`config.mk`:
```
export PLATFORM = sky130hd
export DESIGN_NAME = modular_exponentiation_top
export DESIGN_NICKNAME = d
export VERILOG_FILES = /design/src/design/mexp_pkg.sv /design/src/design/mexp_dp.sv /design/src/design/mexp_ctrl.sv /design/src/design/modular_exponentiation_top.sv
export SDC_FILE = /design/constraint.sdc
export NUM_CORES = 1
export LEC_CHECK = 0
export ABC_CLOCK_PERIOD_IN_PS = 14200
export BUFFER_PORTS_ARGS = -buffer_cell sky130_fd_sc_hd__buf_4
export CAP_MARGIN = 20
export CELL_PAD_IN_SITES_DETAIL_PLACEMENT = 0
export CELL_PAD_IN_SITES_GLOBAL_PLACEMENT = 1
export CORE_ASPECT_RATIO = 0.5
export CORE_MARGIN = 2
export CORE_UTILIZATION = 52
export DETAILED_ROUTE_END_ITERATION = 16
export PLACE_DENSITY = 0.94
export SLEW_MARGIN = 10
export SYNTH_ARGS = -nofsm -noshare
export SYNTH_HDL_FRONTEND = slang
export SYNTH_HIERARCHICAL = 1
export SYNTH_SLANG_ARGS = --single-unit
```
`constraint.sdc`:
```
create_clock -name aclk -period 14.2 [get_ports aclk]
set_input_delay 2.84 -clock aclk [delete_from_list [all_inputs] [get_ports aclk]]
set_output_delay 2.84 -clock aclk [all_outputs]
set_load 0.05 [all_outputs]
```
`src/design/mexp_pkg.sv`:
```
// ----------------------------------------------------------------------------
// mexp_pkg
// Shared constants and controller/datapath interface types for the modular
// exponentiation block.
// ----------------------------------------------------------------------------
package mexp_pkg;

    localparam int WORD_BITS_DEF = 16;
    localparam int CFG_ADDR_BITS = 2;

    // configuration register indexes
    localparam logic [CFG_ADDR_BITS-1:0] REG_EXPONENT = 2'd0;
    localparam logic [CFG_ADDR_BITS-1:0] REG_MODULUS  = 2'd1;

    // modular multiplier operations
    typedef enum logic [1:0] {
        MOP_NONE   = 2'd0,
        MOP_REDUCE = 2'd1,
        MOP_SQUARE = 2'd2,
        MOP_MULT   = 2'd3
    } mop_t;

    typedef struct packed {
        mop_t op;
        logic shift_exp;
        logic emit;
    } mexp_cmd_t;

    typedef struct packed {
        logic mul_done;
        logic exp_bit;
    } mexp_stat_t;

endpackage

```
`src/design/mexp_dp.sv`:
```
// ----------------------------------------------------------------------------
// mexp_dp
// Datapath: key registers, base and accumulator, bit-serial interleaved
// modular multiplier, exponent shifter and result register.
// ----------------------------------------------------------------------------
module mexp_dp #(
    parameter int WORD_BITS = mexp_pkg::WORD_BITS_DEF,
    localparam int CNT_W = $clog2(WORD_BITS)
) (
    input  logic                               aclk,
    input  logic                               aresetn,
    input  logic                               cfg_we,
    input  logic [mexp_pkg::CFG_ADDR_BITS-1:0] cfg_addr,
    input  logic [WORD_BITS-1:0]               cfg_wdata,
    input  logic [WORD_BITS-1:0]               in_msg,
    input  mexp_pkg::mexp_cmd_t                cmd,
    output mexp_pkg::mexp_stat_t               stat,
    output logic [WORD_BITS-1:0]               result
);

    logic [WORD_BITS-1:0] exp_reg, mod_reg;
    logic [WORD_BITS-1:0] base_reg, acc_reg, result_reg, exp_sh_reg;
    logic [WORD_BITS-1:0] a_reg, b_reg, r_reg;
    logic [CNT_W-1:0]     cnt_reg;
    logic                 busy_reg, dst_base_reg;

    logic [WORD_BITS:0]   n_w, t0, t1, t2, t3, addend;
    logic [WORD_BITS-1:0] r_next;
    logic                 mul_last;

    // one multiplier bit per cycle: r = 2r + b_msb*a, kept below n
    always_comb begin
        n_w    = {1'b0, mod_reg};
        t0     = {r_reg, 1'b0};
        t1     = (t0 >= n_w) ? (t0 - n_w) : t0;
        addend = b_reg[WORD_BITS-1] ? {1'b0, a_reg} : '0;
        t2     = t1 + addend;
        t3     = (t2 >= n_w) ? (t2 - n_w) : t2;
        r_next = t3[WORD_BITS-1:0];
    end

    assign mul_last = busy_reg && (cnt_reg == CNT_W'(WORD_BITS - 1));

    always_ff @(posedge aclk) begin
        if (!aresetn) begin
            exp_reg  <= WORD_BITS'(1);
            mod_reg  <= '1;
            busy_reg <= 1'b0;
        end else begin
            if (cfg_we) begin
                case (cfg_addr)
                    mexp_pkg::REG_EXPONENT: exp_reg <= cfg_wdata;
                    mexp_pkg::REG_MODULUS:  mod_reg <= cfg_wdata;
                    default: ;
                endcase
            end
            if (cmd.op != mexp_pkg::MOP_NONE) begin
                busy_reg <= 1'b1;
            end else if (mul_last) begin
                busy_reg <= 1'b0;
            end
        end
    end

    always_ff @(posedge aclk) begin
        case (cmd.op)
            mexp_pkg::MOP_REDUCE: begin
                // message mod n, with accumulator preset to 1 mod n
                a_reg      <= WORD_BITS'(1);
                b_reg      <= in_msg;
                acc_reg    <= (mod_reg == WORD_BITS'(1)) ? '0 : WORD_BITS'(1);
                exp_sh_reg <= exp_reg;
            end
            mexp_pkg::MOP_SQUARE: begin
                a_reg <= acc_reg;
                b_reg <= acc_reg;
            end
            mexp_pkg::MOP_MULT: begin
                a_reg <= base_reg;
                b_reg <= acc_reg;
            end
            default: begin
                if (busy_reg) begin
                    b_reg <= {b_reg[WORD_BITS-2:0], 1'b0};
                end
            end
        endcase

        if (cmd.op != mexp_pkg::MOP_NONE) begin
            r_reg        <= '0;
            cnt_reg      <= '0;
            dst_base_reg <= (cmd.op == mexp_pkg::MOP_REDUCE);
        end else if (busy_reg) begin
            r_reg   <= r_next;
            cnt_reg <= cnt_reg + 1'b1;
        end

        if (mul_last) begin
            if (dst_base_reg) begin
                base_reg <= r_next;
            end else begin
                acc_reg <= r_next;
            end
        end

        if (cmd.shift_exp) begin
            exp_sh_reg <= {exp_sh_reg[WORD_BITS-2:0], 1'b0};
        end

        // a zero modulus has no residue: report 0
        if (cmd.emit) begin
            result_reg <= (mod_reg == '0) ? '0 : acc_reg;
        end
    end

    assign stat.mul_done = mul_last;
    assign stat.exp_bit  = exp_sh_reg[WORD_BITS-1];
    assign result        = result_reg;

endmodule

```
`src/design/mexp_ctrl.sv`:
```
// ----------------------------------------------------------------------------
// mexp_ctrl
// Controller: sequences reduction, square and conditional multiply over the
// exponent bits, and owns both stream handshakes.
// ----------------------------------------------------------------------------
module mexp_ctrl #(
    parameter int WORD_BITS = mexp_pkg::WORD_BITS_DEF,
    localparam int CNT_W = $clog2(WORD_BITS)
) (
    input  logic                 aclk,
    input  logic                 aresetn,
    input  logic                 s_tvalid,
    output logic                 s_tready,
    output logic                 m_tvalid,
    input  logic                 m_tready,
    input  mexp_pkg::mexp_stat_t stat,
    output mexp_pkg::mexp_cmd_t  cmd
);

    typedef enum logic [6:0] {
        ST_IDLE     = 7'b0000001,
        ST_RED_WAIT = 7'b0000010,
        ST_SQ_START = 7'b0000100,
        ST_SQ_WAIT  = 7'b0001000,
        ST_MU_CHECK = 7'b0010000,
        ST_MU_WAIT  = 7'b0100000,
        ST_FINISH   = 7'b1000000
    } state_t;

    state_t           state_reg, state_next;
    logic [CNT_W-1:0] bit_cnt_reg, bit_cnt_next;
    logic             out_valid_reg, out_valid_next;
    logic             advance;

    always_comb begin
        state_next   = state_reg;
        bit_cnt_next = bit_cnt_reg;
        cmd          = '0;
        cmd.op       = mexp_pkg::MOP_NONE;
        s_tready     = 1'b0;
        advance      = 1'b0;

        case (state_reg)
            ST_IDLE: begin
                s_tready = 1'b1;
                if (s_tvalid) begin
                    cmd.op       = mexp_pkg::MOP_REDUCE;
                    bit_cnt_next = CNT_W'(WORD_BITS - 1);
                    state_next   = ST_RED_WAIT;
                end
            end
            ST_RED_WAIT: begin
                if (stat.mul_done) begin
                    state_next = ST_SQ_START;
                end
            end
            ST_SQ_START: begin
                cmd.op     = mexp_pkg::MOP_SQUARE;
                state_next = ST_SQ_WAIT;
            end
            ST_SQ_WAIT: begin
                if (stat.mul_done) begin
                    state_next = ST_MU_CHECK;
                end
            end
            ST_MU_CHECK: begin
                if (stat.exp_bit) begin
                    cmd.op     = mexp_pkg::MOP_MULT;
                    state_next = ST_MU_WAIT;
                end else begin
                    advance = 1'b1;
                end
            end
            ST_MU_WAIT: begin
                advance = stat.mul_done;
            end
            ST_FINISH: begin
                // hold until the output register is free
                if (!out_valid_reg || m_tready) begin
                    cmd.emit   = 1'b1;
                    state_next = ST_IDLE;
                end
            end
            default: begin
                state_next = ST_IDLE;
            end
        endcase

        if (advance) begin
            cmd.shift_exp = 1'b1;
            if (bit_cnt_reg == '0) begin
                state_next = ST_FINISH;
            end else begin
                bit_cnt_next = bit_cnt_reg - 1'b1;
                state_next   = ST_SQ_START;
            end
        end

        out_valid_next = out_valid_reg;
        if (m_tready) begin
            out_valid_next = 1'b0;
        end
        if (cmd.emit) begin
            out_valid_next = 1'b1;
        end
    end

    always_ff @(posedge aclk) begin
        if (!aresetn) begin
            state_reg     <= ST_IDLE;
            bit_cnt_reg   <= '0;
            out_valid_reg <= 1'b0;
        end else begin
            state_reg     <= state_next;
            bit_cnt_reg   <= bit_cnt_next;
            out_valid_reg <= out_valid_next;
        end
    end

    assign m_tvalid = out_valid_reg;

endmodule

```
`src/design/modular_exponentiation_top.sv`:
```
// ----------------------------------------------------------------------------
// modular_exponentiation_top
// Raises each message word to the configured exponent modulo the configured
// modulus using left-to-right square-and-multiply.
// ----------------------------------------------------------------------------
// Operation: one reduction of the message, then per exponent bit a square and,
//   for a set bit, a multiply, each done by the bit-serial modular multiplier.
// Throughput: a new word is accepted only once the previous result has been
//   written to the output register; the bit-serial modular multiplier sets the pace.
// Reset: synchronous active-low aresetn loads exponent = 1, modulus = all ones
//   and empties the output register.
// ----------------------------------------------------------------------------
module modular_exponentiation_top #(
    parameter int WORD_BITS = mexp_pkg::WORD_BITS_DEF,
    localparam int TDATA_W = ((WORD_BITS + 7) / 8) * 8
) (
    input  logic                               aclk,
    input  logic                               aresetn,
    input  logic                               cfg_we,
    input  logic [mexp_pkg::CFG_ADDR_BITS-1:0] cfg_addr,
    input  logic [WORD_BITS-1:0]               cfg_wdata,
    input  logic                               s_tvalid,
    output logic                               s_tready,
    input  logic [TDATA_W-1:0]                 s_tdata,  // message
    output logic                               m_tvalid,
    input  logic                               m_tready,
    output logic [TDATA_W-1:0]                 m_tdata   // result
);

    mexp_pkg::mexp_cmd_t  cmd;
    mexp_pkg::mexp_stat_t stat;
    logic [WORD_BITS-1:0] result;

    mexp_ctrl #(
        .WORD_BITS (WORD_BITS)
    ) u_ctrl (
        .aclk     (aclk),
        .aresetn  (aresetn),
        .s_tvalid (s_tvalid),
        .s_tready (s_tready),
        .m_tvalid (m_tvalid),
        .m_tready (m_tready),
        .stat     (stat),
        .cmd      (cmd)
    );

    mexp_dp #(
        .WORD_BITS (WORD_BITS)
    ) u_dp (
        .aclk      (aclk),
        .aresetn   (aresetn),
        .cfg_we    (cfg_we),
        .cfg_addr  (cfg_addr),
        .cfg_wdata (cfg_wdata),
        .in_msg    (s_tdata[WORD_BITS-1:0]),
        .cmd       (cmd),
        .stat      (stat),
        .result    (result)
    );

    assign m_tdata = TDATA_W'(result);

endmodule

```
==> PnR_summary.wiki <==
{| class="wikitable"
! Metric !! Value
|-
| Outcome || completed
|-
| Count of boundary I/O pins || 57
|-
| Fin crit period || 7220 ps
|-
| Post-detailed-routing wire length || 28800 µm
|-
| Predominant post-synthesis flop cell || dfxtp_1
|-
| Number of diodes || 0
|-
| Cts-stage hold buffer count || 0
|-
| Arrival time of data at the critical path endpoint || 7400 ps
|-
| Number of pins exceeding their max-slew limit in the final report || 0
|-
| Crit start category || register
|-
| Synthesized netlist net count || 1160
|-
| Detailed placer's ending HPWL || around 21000 µm
|-
| Mean number of vias per cell || 6.06
|-
| Pint || 1.27 mW
|-
| Part of the power in combinational logic || 54.9%
|-
| Total of max-cap violations || 0
|-
| Top-count cell post-synth || nand2_1
|-
| Area of the die || 20100 µm²
|-
| Synthesized-area fraction occupied by ao, oa, aoi and oai cells || 19.6%
|-
| Number of standard-cell rows in the floorplan || 35
|-
| CP max stage cell || nand2_1
|-
| Launch point of the worst reg-to-reg path || u_dp/mod_reg[4]$_SDFFE_PN1P_
|-
| Proportion of layout cells with a drive suffix above 1 || 12.3%
|-
| Buffers and inverters on the worst path || 2
|-
| Kind of critical path || register to register
|-
| Final-report hold violation count || 0
|-
| Worst path required time || 14380 ps
|-
| Detailed-router iteration count before antenna repair || 8
|-
| Routed len/inst || 21.1 µm
|-
| Proportion of total power due to net switching || a little under half
|-
| Simple-gate portion of the synthesized area || 18.7%
|-
| Critical Path Fanout Max || 21
|-
| Total CTS buffers || 17
|-
| Worst clock skew || 11.2 ps
|-
| Sequential share of the synthesized area || between 40% and 50%
|-
| CTS tree || built
|-
| Antenna violation net count after detailed routing || 0
|-
| Global route overflow || 0
|-
| Cell area after technology mapping || 9820 µm²
|-
| Port buffer count || 56
|-
| Largest net degree at the start of global routing || 48
|-
| Die height || 101 µm
|-
| Number of global-route vias before repair || approximately 7700
|-
| Achievable Freq || 139 MHz
|-
| Combinational family with the most area after synthesis || compound AO/OA/AOI/OAI gates
|-
| Leakage power total || 4.39 nW
|-
| Clock tree buffer depth || 2
|-
| Synthesized flop and latch total || 162
|-
| Setup Viol. Count Final || 0
|-
| Max_slew headroom || 31.1%
|-
| Post-CTS Setup Inserts || 0
|-
| Final critical-path share of the clock period || 50.8%
|-
| Worst Hold Class || register to register
|-
| Global-route wire length before repair || ~44000 µm
|-
| Net Switching || 1.14 mW
|-
| Largest voltage drop on the vdd net || 0.151 mV
|-
| Worst Hold Launch || u_dp/exp_reg[0]$_SDFFE_PN1P_
|-
| Root buf cell || clkbuf_16
|-
| Horiz. Die Dim || slightly below 200 µm
|-
| Ys Warns || 6
|-
| Number of synthesized flops with an enable pin || 80
|-
| Kind of cell adding the most delay to the critical path || compound AO/OA/AOI/OAI gates
|-
| Initial Util || around 53%
|-
| Clock transition at the registers of the reported paths || 70 ps
|-
| Clock insertion delay at the later pin of the skew report || 430 ps
|-
| Setup TNS after final layout || 0 ps
|-
| Biggest area contributors in the synthesized netlist || edfxtp_1 (24%), dfxtp_1 (17%), ha_1 (6.5%)
|-
| Global Route Usage Sum || 29.3%
|-
| Power density relative to cell area || around 220 nW/µm²
|-
| Longest individual stage delay on the worst path || a little under 600 ps
|-
| Cell type contributing the most total cell area after synthesis || edfxtp_1
|-
| Unrepaired setup endpoints after global routing || false
|-
| Clk network pwr share || a little under a fifth
|-
| Maximum level of the CTS H-tree || 4
|-
| DRC violation count after routing || 0
|-
| Antenna violations before repair || 0
|-
| Number of distinct library cells after synthesis || 85
|-
| Worst hold slack across all endpoints || 459 ps
|-
| Avg Cell Area, Syn || ~9 µm²
|-
| Std-Cell Core Area || 18400 µm²
|-
| Measured slew at the worst slew-check pin || 1030 ps
|-
| Cell mode on critical path || ha_1
|-
| Vias after detailed routing || 8280
|-
| Xor/xnor cell area share of the yosys netlist || under 10%
|-
| Post-cts repair resize count || 0
|-
| Register share of total power || between 20% and 30%
|-
| Area Overhead vs Synth || 11.6%
|-
| Initial drt markers || around 850
|-
| Post-synthesis cell count || 1067
|-
| Final layout net count || between 1000 and 1500
|-
| Critical Path Sink Type || register
|-
| Synth cell count leaders || nand2_1 (143), dfxtp_1 (82), edfxtp_1 (80)
|-
| Fraction of synthesized cell area taken by the top area cell type || 24.5%
|-
| Adder-Cell Fraction of Synth Area || 7.11%
|-
| Routability cong. || 0.909
|-
| Clk sink count || 162
|-
| Cell Chain, Critical Path || inv_1 -> ha_1 -> nand2_1 -> a211oi_1 -> o2111ai_1 -> a21o_1 -> nand2_1 -> mux2_2 -> ha_1 -> a211oi_1 -> o21ai_0 -> a31o_2 -> a21oi_1 -> xor2_1 -> inv_1 -> ha_1 -> nand3_1 -> o22ai_1 -> a221o_1 -> a31o_2 -> a21o_1 -> o21ai_0 -> and2_1
|-
| Multiplexer share of the synthesized area || 4.50%
|-
| Share of synthesized flip-flops with an asynchronous set or reset || 0%
|-
| Critical path launch point || u_dp/mod_reg[4]$_SDFFE_PN1P_
|}
-- layer usage --
layer / routed length [µm] / vias up / GRT usage, %
met5: 0 / - / 0
met4: 533 / 0 / 8.56
met3: 2870 / 40 / 7.39
met2: 12100 / 344 / 42.8
met1: 13300 / 3951 / 42.9
li1: - / 3945 / -
-- area by class of cell --
type / count / area, µm²
clock buffers: 18 / 429
clock inverters: 14 / 145
fillers: 1584 / 7480
inverters: 49 / 189
multi-input cells: 797 / 5320
flip-flops and latches: 162 / 4040
well taps: 259 / 324
repair buffers: 67 / 510
-- logic make-up (layout without fill, tap and decap cells) --
logic type | after synthesis | count (layout)
adder cells (fa/ha/maj) | 54 | 54
buffers and inverters | 108 | 148
multiplexers | 43 | 43
flip-flops | 162 | 162
XOR/XNOR | 45 | 45
AND/OR/NAND/NOR | 368 | 368
AO/OA/AOI/OAI | 287 | 287
-- stage by stage --
| stage | instances | setup WS [ps] | power (mW) | cell area (µm²) | utilization (%) |
|---|---|---|---|---|---|
| final | 1366 | 6980 | 2.41 | 11000 | 59.4 |
| after global placement | 1332 | 7390 | 1.91 | 10400 | 56.2 |
| after CTS | 1364 | 7230 | 2.38 | 10900 | 59.3 |
| after detailed placement | 1332 | 7280 | 1.92 | 10400 | 56.2 |
| after global routing | 1366 | 6550 | 2.53 | 11000 | 59.4 |
| after floorplan | 1067 | 8290 | 1.56 | 9820 | - |
-- power groups by stage --
stage | Sequential (mW) | Clock (mW) | Combinational, mW
after floorplan | 0.615 | 0 | 0.946
after global placement | 0.642 | 0 | 1.26
after detailed placement | 0.644 | 0 | 1.27
after CTS | 0.635 | 0.457 | 1.29
after global routing | 0.641 | 0.474 | 1.42
final | 0.637 | 0.450 | 1.32
-- worst reg2reg max path, delay by kind of cell, from the launching register on --
family          cells  cell delay [ps]
compound gates     12             3370
xor+xnor            1              310
fa+ha+maj           3             1120
buf+inv             2              250
flops               1              340
mux                 1              440
simple gates        4             1110
-- path summary, 6_finish.rpt --
check | slack, ps | cells past startpoint | end
worst max-delay path | 6980 | 23 | u_dp/base_reg[7]$_DFFE_PP_
worst min-delay path | 460 | 2 | u_dp/exp_sh_reg[0]$_SDFFE_PP0P_
worst max register to register | 6980 | 23 | u_dp/base_reg[7]$_DFFE_PP_
worst min register to register | 460 | 2 | u_dp/exp_sh_reg[0]$_SDFFE_PP0P_
-- cells in the final DEF (no fill, tap or decap), types with 13 or more instances in the layout --
cell       synthesis  final
buf_4              8     66
o21ai_0           77     77
nand3_1           37     37
a31oi_1           13     13
nand2_1          143    142
and2_1            22     22
xor2_1            18     18
dfxtp_1           82     82
mux2i_1           34     34
xnor2_1           25     25
edfxtp_1          80     80
a21o_1            17     17
nor2_1            44     44
inv_1             47     47
ha_1              51     51
clkbuf_16          0     17
nand4_1           14     14
o211ai_1          23     23
a21oi_1           58     58
nor2b_1           37     37
a21boi_0          15     15
nor3_1            17     17
No activity file was read; power rests on OpenSTA's default activity.
